--- config.mk ---
export PLATFORM = sky130hd
export DESIGN_NAME = tone_generator_with_duration_core
export DESIGN_NICKNAME = d
export VERILOG_FILES = /design/src/hdl/tgd_pkg.sv /design/src/hdl/tgd_div.sv /design/src/hdl/tone_generator_with_duration_core.sv
export SDC_FILE = /design/constraint.sdc
export NUM_CORES = 2
export LEC_CHECK = 0
export BUFFER_PORTS_ARGS = -buffer_cell sky130_fd_sc_hd__clkbuf_2
export CAP_MARGIN = 10
export CELL_PAD_IN_SITES_DETAIL_PLACEMENT = 0
export CELL_PAD_IN_SITES_GLOBAL_PLACEMENT = 2
export CORE_AREA = 8 8 309 311
export DETAILED_ROUTE_END_ITERATION = 8
export DIE_AREA = 0 0 317 319
export PLACE_DENSITY = 0.9
export SYNTH_ARGS = -nofsm -noshare
export SYNTH_HDL_FRONTEND = slang
export SYNTH_HIERARCHICAL = 1
export SYNTH_SLANG_ARGS = --single-unit
--- constraint.sdc ---
create_clock -name clk -period 8.7 [get_ports clk]
set_input_delay 1.74 -clock clk [delete_from_list [all_inputs] [get_ports clk]]
set_output_delay 1.74 -clock clk [all_outputs]
set_load 0.1 [all_outputs]
--- src/hdl/tgd_pkg.sv ---
// Package for the tone generator: shared constants, operation codes and
// the sequencer state type. Used by tgd_div and tone_generator_with_duration_core.
// Depends on nothing else.
package tgd_pkg;

    localparam int COUNTER_BITS_DEF   = 16;
    localparam int PRESCALE_STEPS_DEF = 8;

    localparam logic [31:0] CORE_CLOCK_RESET = 32'd48000000;
    localparam int          MS_PER_S         = 1000;

    // Shared divider: 48-bit dividend covers duration * frequency.
    localparam int DIV_W     = 48;
    localparam int DIVISOR_W = 16;

    typedef enum logic [1:0] {
        OP_TICK  = 2'd0,
        OP_START = 2'd1,
        OP_STOP  = 2'd2,
        OP_NONE  = 2'd3
    } tgd_op_t;

    typedef enum logic [2:0] {
        ST_IDLE,
        ST_SEARCH,
        ST_DIV_TOP,
        ST_MUL,
        ST_DIV_PER,
        ST_COMMIT
    } tgd_state_t;

endpackage

--- src/hdl/tgd_div.sv ---
// Restoring divider, one quotient bit per cycle, shared by the tone set-up.
// Depends on tgd_pkg for the dividend and divisor widths.
// A start pulse loads the operands; done pulses when the quotient is valid.
module tgd_div
    import tgd_pkg::*;
(
    input  logic                 clk,
    input  logic                 rst_n,
    input  logic                 start,
    input  logic [DIV_W-1:0]     dividend,
    input  logic [DIVISOR_W-1:0] divisor,
    output logic                 done,
    output logic [DIV_W-1:0]     quotient
);

    localparam int CNT_W = $clog2(DIV_W + 1);

    logic [CNT_W-1:0]     count_reg;
    logic [DIV_W-1:0]     quo_reg;
    logic [DIVISOR_W-1:0] rem_reg;
    logic [DIVISOR_W-1:0] div_reg;
    logic                 done_reg;

    logic [DIVISOR_W:0]   trial;
    logic                 fits;
    logic [DIVISOR_W:0]   diff;

    always_comb
    begin
        trial = {rem_reg, quo_reg[DIV_W-1]};
        fits  = (trial >= {1'b0, div_reg});
        diff  = trial - {1'b0, div_reg};
    end

    always_ff @(posedge clk or negedge rst_n)
    begin
        if (!rst_n)
        begin
            count_reg <= '0;
            quo_reg   <= '0;
            rem_reg   <= '0;
            div_reg   <= '0;
            done_reg  <= 1'b0;
        end
        else
        begin
            done_reg <= 1'b0;
            if (start)
            begin
                count_reg <= CNT_W'(DIV_W);
                quo_reg   <= dividend;
                rem_reg   <= '0;
                div_reg   <= divisor;
            end
            else if (count_reg != '0)
            begin
                // The remainder stays below the divisor, so it fits the narrow register.
                rem_reg   <= fits ? diff[DIVISOR_W-1:0] : trial[DIVISOR_W-1:0];
                quo_reg   <= {quo_reg[DIV_W-2:0], fits};
                count_reg <= count_reg - CNT_W'(1);
                done_reg  <= (count_reg == CNT_W'(1));
            end
        end
    end

    assign done     = done_reg;
    assign quotient = quo_reg;

endmodule

--- src/hdl/tone_generator_with_duration_core.sv ---
// Square-wave tone generator with a prescaled timer and a duration count.
// Depends on tgd_pkg and on the shared divider tgd_div.
//
// Usage: each input transfer on s_* carries an operation in s_tuser and the
// frequency and duration in s_tdata. A tick stands for one core clock cycle
// and does not start the sequencer, so ticks may arrive back to back while
// the receiver keeps up; a stop, an unused operation or a start that works
// out as a stop are handled in the same way. A real start runs a sequencer
// around one shared restoring divider: a shift search over prescale shifts of
// 1 to PRESCALE_STEPS, a division (48 quotient bits, then the quotient handed
// over) for the counter top and, for a timed tone with a frequency, a product
// step and a second division for the period count, then a commit step that
// writes the result. The next item can be taken only after that result, and
// s_tready is low while the sequencer runs.
// Every input transfer yields exactly one result transfer on m_* holding the
// pin level, the playing flag and the finished pulse after that item.
// The result sits in an output register, so the next item is taken in the
// same cycle as the result leaves; if the receiver stalls, s_tready stays low
// until the result has been taken. The user must write the core clock register
// through cfg_we/cfg_wdata only while the block is idle; the block does not enforce
// this. After reset the timer is stopped, the core clock 48 MHz, no result pending.
module tone_generator_with_duration_core
    import tgd_pkg::*;
#(
    parameter int COUNTER_BITS   = COUNTER_BITS_DEF,
    parameter int PRESCALE_STEPS = PRESCALE_STEPS_DEF
)
(
    input  logic        clk,
    input  logic        rst_n,
    input  logic        cfg_we,
    input  logic [31:0] cfg_wdata,      // core_clock_hz
    input  logic        s_tvalid,
    output logic        s_tready,
    input  logic [47:0] s_tdata,        // [15:0] frequency, [47:16] duration
    input  logic [1:0]  s_tuser,        // [1:0] operation
    output logic        m_tvalid,
    input  logic        m_tready,
    output logic [7:0]  m_tdata         // [0] pin_level, [1] playing, [2] finished, rest zero
);

    localparam int CB    = COUNTER_BITS;
    localparam int PS_W  = PRESCALE_STEPS;
    localparam int SH_W  = $clog2(PRESCALE_STEPS + 1);
    localparam int CMP_W = COUNTER_BITS + 32;

    localparam logic [CMP_W-1:0] SILENT_LIMIT =
        CMP_W'(MS_PER_S) * ((CMP_W'(1) << CB) - CMP_W'(1));
    localparam logic [DIV_W-1:0] MAX_TOP = (DIV_W'(1) << CB) - DIV_W'(1);

    tgd_state_t state_reg, state_next;

    logic [31:0]     core_clock_reg;
    logic [PS_W-1:0] prescale_count_reg, prescale_count_next;
    logic [SH_W-1:0] prescale_shift_reg, prescale_shift_next;
    logic [CB-1:0]   timer_count_reg, timer_count_next;
    logic [CB-1:0]   period_top_reg, period_top_next;
    logic [CB-1:0]   duty_compare_reg, duty_compare_next;
    logic [31:0]     periods_left_reg, periods_left_next;
    logic            running_reg, running_next;
    logic            timed_mode_reg, timed_mode_next;

    logic [15:0]     freq_reg, freq_next;
    logic [31:0]     dur_reg, dur_next;
    logic [31:0]     clk_reg, clk_next;
    logic [31:0]     periods_calc_reg, periods_calc_next;

    logic            out_valid_reg, out_valid_next;
    logic [2:0]      out_data_reg, out_data_next;

    logic            in_accept;
    tgd_op_t         op;
    logic [15:0]     in_freq;
    logic [31:0]     in_dur;
    logic            start_real;

    logic [31:0]     clk_shifted;
    logic [SH_W-1:0] shift_inc;
    logic [CMP_W-1:0] freq_limit;
    logic            search_hit;
    logic            search_end;

    logic            div_start;
    logic [DIV_W-1:0] div_dividend;
    logic [DIVISOR_W-1:0] div_divisor;
    logic            div_done;
    logic [DIV_W-1:0] div_quotient;

    logic [DIV_W-1:0] top_m1;
    logic [DIV_W-1:0] top_clamped;
    logic [PS_W-1:0] prescale_last;
    logic [DIV_W-1:0] product;
    logic            finished;

    assign op         = tgd_op_t'(s_tuser);
    assign in_freq    = s_tdata[15:0];
    assign in_dur     = s_tdata[47:16];
    assign s_tready   = (state_reg == ST_IDLE) && (!out_valid_reg || m_tready);
    assign in_accept  = s_tvalid && s_tready;
    assign start_real = (op == OP_START) && !((in_freq == '0) && (in_dur == '0));

    // Shift search: (clk >> s) / MAX < f is the same test as (clk >> s) < f * MAX.
    assign clk_shifted = clk_reg >> 1;
    assign shift_inc   = prescale_shift_reg + SH_W'(1);
    assign freq_limit  = (CMP_W'(freq_reg) << CB) - CMP_W'(freq_reg);
    assign search_hit  = (freq_reg == '0) ? (CMP_W'(clk_shifted) < SILENT_LIMIT)
                                          : (CMP_W'(clk_shifted) < freq_limit);
    assign search_end  = search_hit || (shift_inc == SH_W'(PRESCALE_STEPS));

    assign product = dur_reg * freq_reg;

    assign top_m1      = (div_quotient == '0) ? '0 : div_quotient - DIV_W'(1);
    assign top_clamped = (top_m1 > MAX_TOP)    ? MAX_TOP :
                         (top_m1 < DIV_W'(2))  ? DIV_W'(2) : top_m1;

    always_comb
    begin
        for (int i = 0; i < PS_W; i++)
        begin
            prescale_last[i] = (prescale_shift_reg > SH_W'(i));
        end
    end

    tgd_div u_div (
        .clk      (clk),
        .rst_n    (rst_n),
        .start    (div_start),
        .dividend (div_dividend),
        .divisor  (div_divisor),
        .done     (div_done),
        .quotient (div_quotient)
    );

    always_comb
    begin
        state_next = state_reg;
        case (state_reg)
            ST_IDLE:
            begin
                if (in_accept && start_real)
                begin
                    state_next = ST_SEARCH;
                end
            end
            ST_SEARCH:
            begin
                if (search_end)
                begin
                    state_next = ST_DIV_TOP;
                end
            end
            ST_DIV_TOP:
            begin
                if (div_done)
                begin
                    state_next = ((freq_reg == '0) || (dur_reg == '0)) ? ST_COMMIT : ST_MUL;
                end
            end
            ST_MUL:
            begin
                state_next = ST_DIV_PER;
            end
            ST_DIV_PER:
            begin
                if (div_done)
                begin
                    state_next = ST_COMMIT;
                end
            end
            ST_COMMIT:
            begin
                state_next = ST_IDLE;
            end
            default:
            begin
                state_next = ST_IDLE;
            end
        endcase
    end

    always_comb
    begin
        prescale_count_next = prescale_count_reg;
        prescale_shift_next = prescale_shift_reg;
        timer_count_next    = timer_count_reg;
        period_top_next     = period_top_reg;
        duty_compare_next   = duty_compare_reg;
        periods_left_next   = periods_left_reg;
        running_next        = running_reg;
        timed_mode_next     = timed_mode_reg;
        freq_next           = freq_reg;
        dur_next            = dur_reg;
        clk_next            = clk_reg;
        periods_calc_next   = periods_calc_reg;
        div_start           = 1'b0;
        div_dividend        = DIV_W'(clk_shifted);
        div_divisor         = (freq_reg == '0) ? DIVISOR_W'(MS_PER_S) : freq_reg;
        finished            = 1'b0;
        out_valid_next      = out_valid_reg && !m_tready;
        out_data_next       = out_data_reg;

        case (state_reg)
            ST_IDLE:
            begin
                if (in_accept)
                begin
                    if (start_real)
                    begin
                        freq_next           = in_freq;
                        dur_next            = in_dur;
                        clk_next            = core_clock_reg;
                        prescale_shift_next = '0;
                    end
                    else
                    begin
                        case (op)
                            OP_TICK:
                            begin
                                if (running_reg)
                                begin
                                    if (prescale_count_reg < prescale_last)
                                    begin
                                        prescale_count_next = prescale_count_reg + PS_W'(1);
                                    end
                                    else
                                    begin
                                        prescale_count_next = '0;
                                        if (timer_count_reg < period_top_reg)
                                        begin
                                            timer_count_next = timer_count_reg + CB'(1);
                                        end
                                        else
                                        begin
                                            timer_count_next = '0;
                                            if (timed_mode_reg)
                                            begin
                                                if (periods_left_reg != '0)
                                                begin
                                                    periods_left_next = periods_left_reg - 32'd1;
                                                end
                                                // End of a timed tone, including a zero count.
                                                if (periods_left_reg <= 32'd1)
                                                begin
                                                    running_next    = 1'b0;
                                                    timed_mode_next = 1'b0;
                                                    finished        = 1'b1;
                                                end
                                            end
                                        end
                                    end
                                end
                            end
                            OP_START, OP_STOP:
                            begin
                                running_next        = 1'b0;
                                prescale_count_next = '0;
                                timer_count_next    = '0;
                                periods_left_next   = '0;
                                timed_mode_next     = 1'b0;
                            end
                            default:
                            begin
                            end
                        endcase
                        out_valid_next = 1'b1;
                        out_data_next  = {finished, (periods_left_next != '0),
                                          running_next && (timer_count_next < duty_compare_next)};
                    end
                end
            end
            ST_SEARCH:
            begin
                clk_next            = clk_shifted;
                prescale_shift_next = shift_inc;
                div_start           = search_end;
            end
            ST_DIV_TOP:
            begin
                if (div_done)
                begin
                    period_top_next   = top_clamped[CB-1:0];
                    duty_compare_next = (freq_reg == '0) ? '0 : top_clamped[CB:1];
                end
            end
            ST_MUL:
            begin
                div_start    = 1'b1;
                div_dividend = product;
                div_divisor  = DIVISOR_W'(MS_PER_S);
            end
            ST_DIV_PER:
            begin
                if (div_done)
                begin
                    periods_calc_next = (div_quotient[DIV_W-1:32] != '0) ? '1
                                                                         : div_quotient[31:0];
                end
            end
            ST_COMMIT:
            begin
                prescale_count_next = '0;
                timer_count_next    = '0;
                running_next        = 1'b1;
                timed_mode_next     = (dur_reg != '0);
                if (dur_reg == '0)
                begin
                    periods_left_next = 32'd1;
                end
                else if (freq_reg == '0)
                begin
                    periods_left_next = dur_reg;
                end
                else
                begin
                    periods_left_next = periods_calc_reg;
                end
                out_valid_next = 1'b1;
                out_data_next  = {1'b0, (periods_left_next != '0), (duty_compare_reg != '0)};
            end
            default:
            begin
            end
        endcase
    end

    always_ff @(posedge clk or negedge rst_n)
    begin
        if (!rst_n)
        begin
            state_reg          <= ST_IDLE;
            core_clock_reg     <= CORE_CLOCK_RESET;
            prescale_count_reg <= '0;
            prescale_shift_reg <= SH_W'(1);
            timer_count_reg    <= '0;
            period_top_reg     <= '0;
            duty_compare_reg   <= '0;
            periods_left_reg   <= '0;
            running_reg        <= 1'b0;
            timed_mode_reg     <= 1'b0;
            freq_reg           <= '0;
            dur_reg            <= '0;
            clk_reg            <= '0;
            periods_calc_reg   <= '0;
            out_valid_reg      <= 1'b0;
            out_data_reg       <= '0;
        end
        else
        begin
            state_reg          <= state_next;
            if (cfg_we)
            begin
                core_clock_reg <= cfg_wdata;
            end
            prescale_count_reg <= prescale_count_next;
            prescale_shift_reg <= prescale_shift_next;
            timer_count_reg    <= timer_count_next;
            period_top_reg     <= period_top_next;
            duty_compare_reg   <= duty_compare_next;
            periods_left_reg   <= periods_left_next;
            running_reg        <= running_next;
            timed_mode_reg     <= timed_mode_next;
            freq_reg           <= freq_next;
            dur_reg            <= dur_next;
            clk_reg            <= clk_next;
            periods_calc_reg   <= periods_calc_next;
            out_valid_reg      <= out_valid_next;
            out_data_reg       <= out_data_next;
        end
    end

    assign m_tvalid = out_valid_reg;
    assign m_tdata  = {5'b0, out_data_reg};

    // A finished pulse always comes with the period count exhausted.
    a_finished_not_playing: assert property (@(posedge clk) disable iff (!rst_n)
        (m_tvalid && m_tdata[2]) |-> !m_tdata[1])
        else $error("finished reported while periods remain");

    // While running, the counter top is at least two and the compare lies below it.
    a_top_range: assert property (@(posedge clk) disable iff (!rst_n)
        running_reg |-> ((period_top_reg >= CB'(2)) && (duty_compare_reg < period_top_reg)))
        else $error("counter top or compare out of range while running");

    // A restart may load a smaller top before the counter is cleared at commit.
    a_count_in_period: assert property (@(posedge clk) disable iff (!rst_n)
        (running_reg && (state_reg == ST_IDLE)) |-> (timer_count_reg <= period_top_reg))
        else $error("timer count beyond its top");

    // A real start occupies the sequencer, so the next cycle cannot take a transfer.
    a_start_busy: assert property (@(posedge clk) disable iff (!rst_n)
        (in_accept && start_real) |=> !s_tready)
        else $error("input taken while a start is being set up");

    a_no_result_while_busy: assert property (@(posedge clk) disable iff (!rst_n)
        ((state_reg != ST_IDLE) && (state_reg != ST_COMMIT)) |=> !$rose(m_tvalid))
        else $error("result produced before the start set-up completed");

endmodule

==> impl_metrics.csv <==
group,metric,value,unit
power_and_ir_drop,power_frac_seq,0.440,
timing,fin_tns_setup,0,ns
route,wl_met1,49600,µm
timing,maxSlewViolCount,0,
cts,numCtsBuffers,41,
finish,fin_nets,4817,
timing,worst_pin_slew,1.36,ns
critical_path,start_kind,"flip-flop",
floorplan,dieArea,101000,µm²
finish,syn_to_final_growth,8.15,%
power_and_ir_drop,swShare,0.237,
finish,seq_area,8270,µm²
route,via_per_inst,5.51,
finish,multi_input_area,25400,µm²
place,portBuffers,90,
finish,largest_reg_flops,48,
cts,cts_tree,"built",
route,postRouteAntennaNets,0,
synthesis,ys_warn_count,6,
synthesis,synth-edff-count,0,
timing,setup_violations,0,
finish,layout-drive-gt1-share,0.0936,
timing,rsz0062_at_grt,"no",
cts,cts_hold_buf,0,
cts,clkTransAtPathRegs,0.07,ns
global_routing,grtUsageTotal,0.222,
cts,cts_num_sinks,330,
power_and_ir_drop,peakVddDrop,102,µV
synthesis,synth_most_common_cell,"nand2_1",
power_and_ir_drop,p_switching,844,µW
power_and_ir_drop,p_clk_frac,0.526,
timing,min_period_over_period,0.873,
critical_path,critPathKind,"flip-flop to flip-flop",
global_routing,grt_max_degree,169,
global_routing,antenna_found_initial,1,
cts,insertion_delay,0.58,ns
floorplan,io_pins,97,
synthesis,ys_top_cells_by_count,"600 x nand2_1, 552 x inv_1, 419 x fa_1",
timing,hold_viol_final,0,
synthesis,synth.distinct_cells,97,
synthesis,ys_seq_area_frac,0.225,
finish,diodes,0,
flow_run,drv_cap,0,
cts,post-cts-setup-buffers,0,
synthesis,yosysTopAreaCell,"fa_1",
route,first_pass_iters,7,
synthesis,synth_top_flop_cell,"dfrtp_1",
timing,fin_hold_ws,0.511,ns
power_and_ir_drop,intPower,2.72,mW
route,top_layer,"met4",
floorplan,rows,111,
route,drc,0,
global_routing,grt-ovfl-total,0,
floorplan,chipWidth,317,µm
power_and_ir_drop,power_frac_comb,0.034,
route,via_count,29265,
synthesis,synth-seq-cells,330,
power_and_ir_drop,power.total,3.57,mW
route,met3_length,6080,µm
route,drt_wl_total,112000,µm
global_routing,grt_pass1_vias,30005,
critical_path,required,9.13,ns
timing,relSlewSlack,0.0853,
cts,cts_resized,0,
route,wl_met2,53200,µm
hold_path,hold_class,"flip-flop to flip-flop",
critical_path,critPathCaptureType,"flip-flop",
cts,root_buffer,"clkbuf_16",
critical_path,cp.arrival,8.02,ns
timing,fin_skew,0.0279,ns
floorplan,die_h,319,µm
place,dp_hpwl,85400,µm
floorplan,fp.coreArea,90700,µm²
cts,clock_path_buffers,3,
global_routing,grt_first_pass_wirelength,177000,µm
cts,cts.htree.levels,2,
critical_path,path_max_fanout,19,
timing,period_needed,7.59,ns
route,drtIter0Drc,2041,
outcome,outcome,"finished, final reports clean",
floorplan,start_util,0.405,
route,wl_per_cell,21.1,µm
synthesis,netlist_area,36700,µm²
timing,fmax,0.132,GHz
finish,nFillCells,9010,
synthesis,synthArstFlopShare,1.00,
synthesis,postSynthCellCount,4144,
power_and_ir_drop,leakage,18.6,nW
synthesis,yosys-top-cells-area,"fa_1 23%, dfrtp_1 22%, ha_1 7.6%",
synthesis,yosys.area.top_type_share,0.229,
place,gp_congestion,0.892,
power_and_ir_drop,p_per_area,89.9,nW/µm²
synthesis,synth_area_per_cell,8.85,µm²
## logic make-up after synthesis
family,Yosys count,synth area share
compound gates,704,0.124
xor+xnor,77,0.0184
fa+ha+maj,641,0.304
buf+inv,818,0.0852
flops,330,0.225
mux,201,0.0578
other cells,1,0.000102
simple gates,1372,0.185
## power by group through the flow
| stage | Combinational [mW] | Clock, mW | Sequential, mW |
|---|---|---|---|
| after CTS | 0.124 | 1.92 | 1.57 |
| after global routing | 0.135 | 1.98 | 1.57 |
| after detailed placement | 0.123 | 0 | 1.60 |
| after floorplan | 0.0514 | 0 | 1.59 |
| final | 0.121 | 1.87 | 1.57 |
| after global placement | 0.121 | 0 | 1.60 |
## worst paths after layout
| check | from | end | slack, ns | cells past startpoint |
|---|---|---|---|---|
| worst max-delay path | dur_reg[4] | u_div/quotient[43] | 1.11 | 23 |
| worst min-delay path | period_top_reg[2] | period_top_reg[2] | 0.51 | 2 |
| worst max register to register | dur_reg[4] | u_div/quotient[43] | 1.11 | 23 |
| worst min register to register | period_top_reg[2] | period_top_reg[2] | 0.51 | 2 |
| max in group asynchronous | rst_n | timer_count_reg[5] | 5.98 | 2 |
| min in group asynchronous | rst_n | timer_count_reg[15] | 1.16 | 1 |
## stage by stage
step,setup WS (ns),area [µm²],cells,utilization
after floorplan,2.07,36700,4148,-
after global placement,1.28,38200,5231,0.421
after detailed placement,1.15,38200,5231,0.421
after CTS,1.17,39700,5307,0.437
after global routing,0.551,39700,5308,0.438
final,1.11,39700,5308,0.438
## worst max-delay path, stage by stage, from the launching register on
cell and delay [ns]:
dfrtp_1 1.05, nand2_1 0.19, fa_1 0.58, inv_1 0.05, fa_1 0.47, fa_1 0.53, fa_1 0.52, fa_1 0.54
inv_1 0.05, fa_1 0.53, inv_1 0.06, ha_1 0.38, nand2_1 0.11, nor2_1 0.21, nand2_1 0.08, nor4b_1 0.26
buf_4 0.19, o211a_1 0.25, o21ai_0 0.24, a2111oi_0 0.66, o21a_1 0.22, nor3_1 0.04, nand2_1 0.09, o21ai_0 0.09
## placed cells by master (no fill, tap or decap), types with 21 or more instances in the layout
cell type and n:
nand2_1 599, inv_1 552, fa_1 419, dfrtp_1 319, o21ai_0 231, and2_1 226, ha_1 222, nor2_1 139
a21oi_1 129, mux2i_1 115, clkbuf_2 89, nor3_1 86, mux2_2 86, buf_4 71, a21o_1 56, nor4_1 52
nand3_1 48, a211oi_1 48, clkbuf_16 42, xnor2_1 41, xor2_1 36, or3_1 31, o22a_1 31, nand4_1 30
nand2b_1 25, and3_1 24, a31oi_1 24, o21a_1 24, o31ai_1 21
## cell type report
cell class,count,share of cell area
Clock buffer,56,0.0293
Inverter,552,0.0522
Tap cell,1186,0.0374
Sequential cell,330,0.208
Clock inverter,20,0.00750
Multi-Input combinational cell,3000,0.639
Timing Repair Buffer,164,0.0262
## routing by layer
layer	vias up	track usage
met2	764	0.370
met4	0	0.0565
met1	14793	0.305
li1	13557	-
met5	-	0
met3	151	0.0272
No activity file was read; power rests on OpenSTA's default activity.
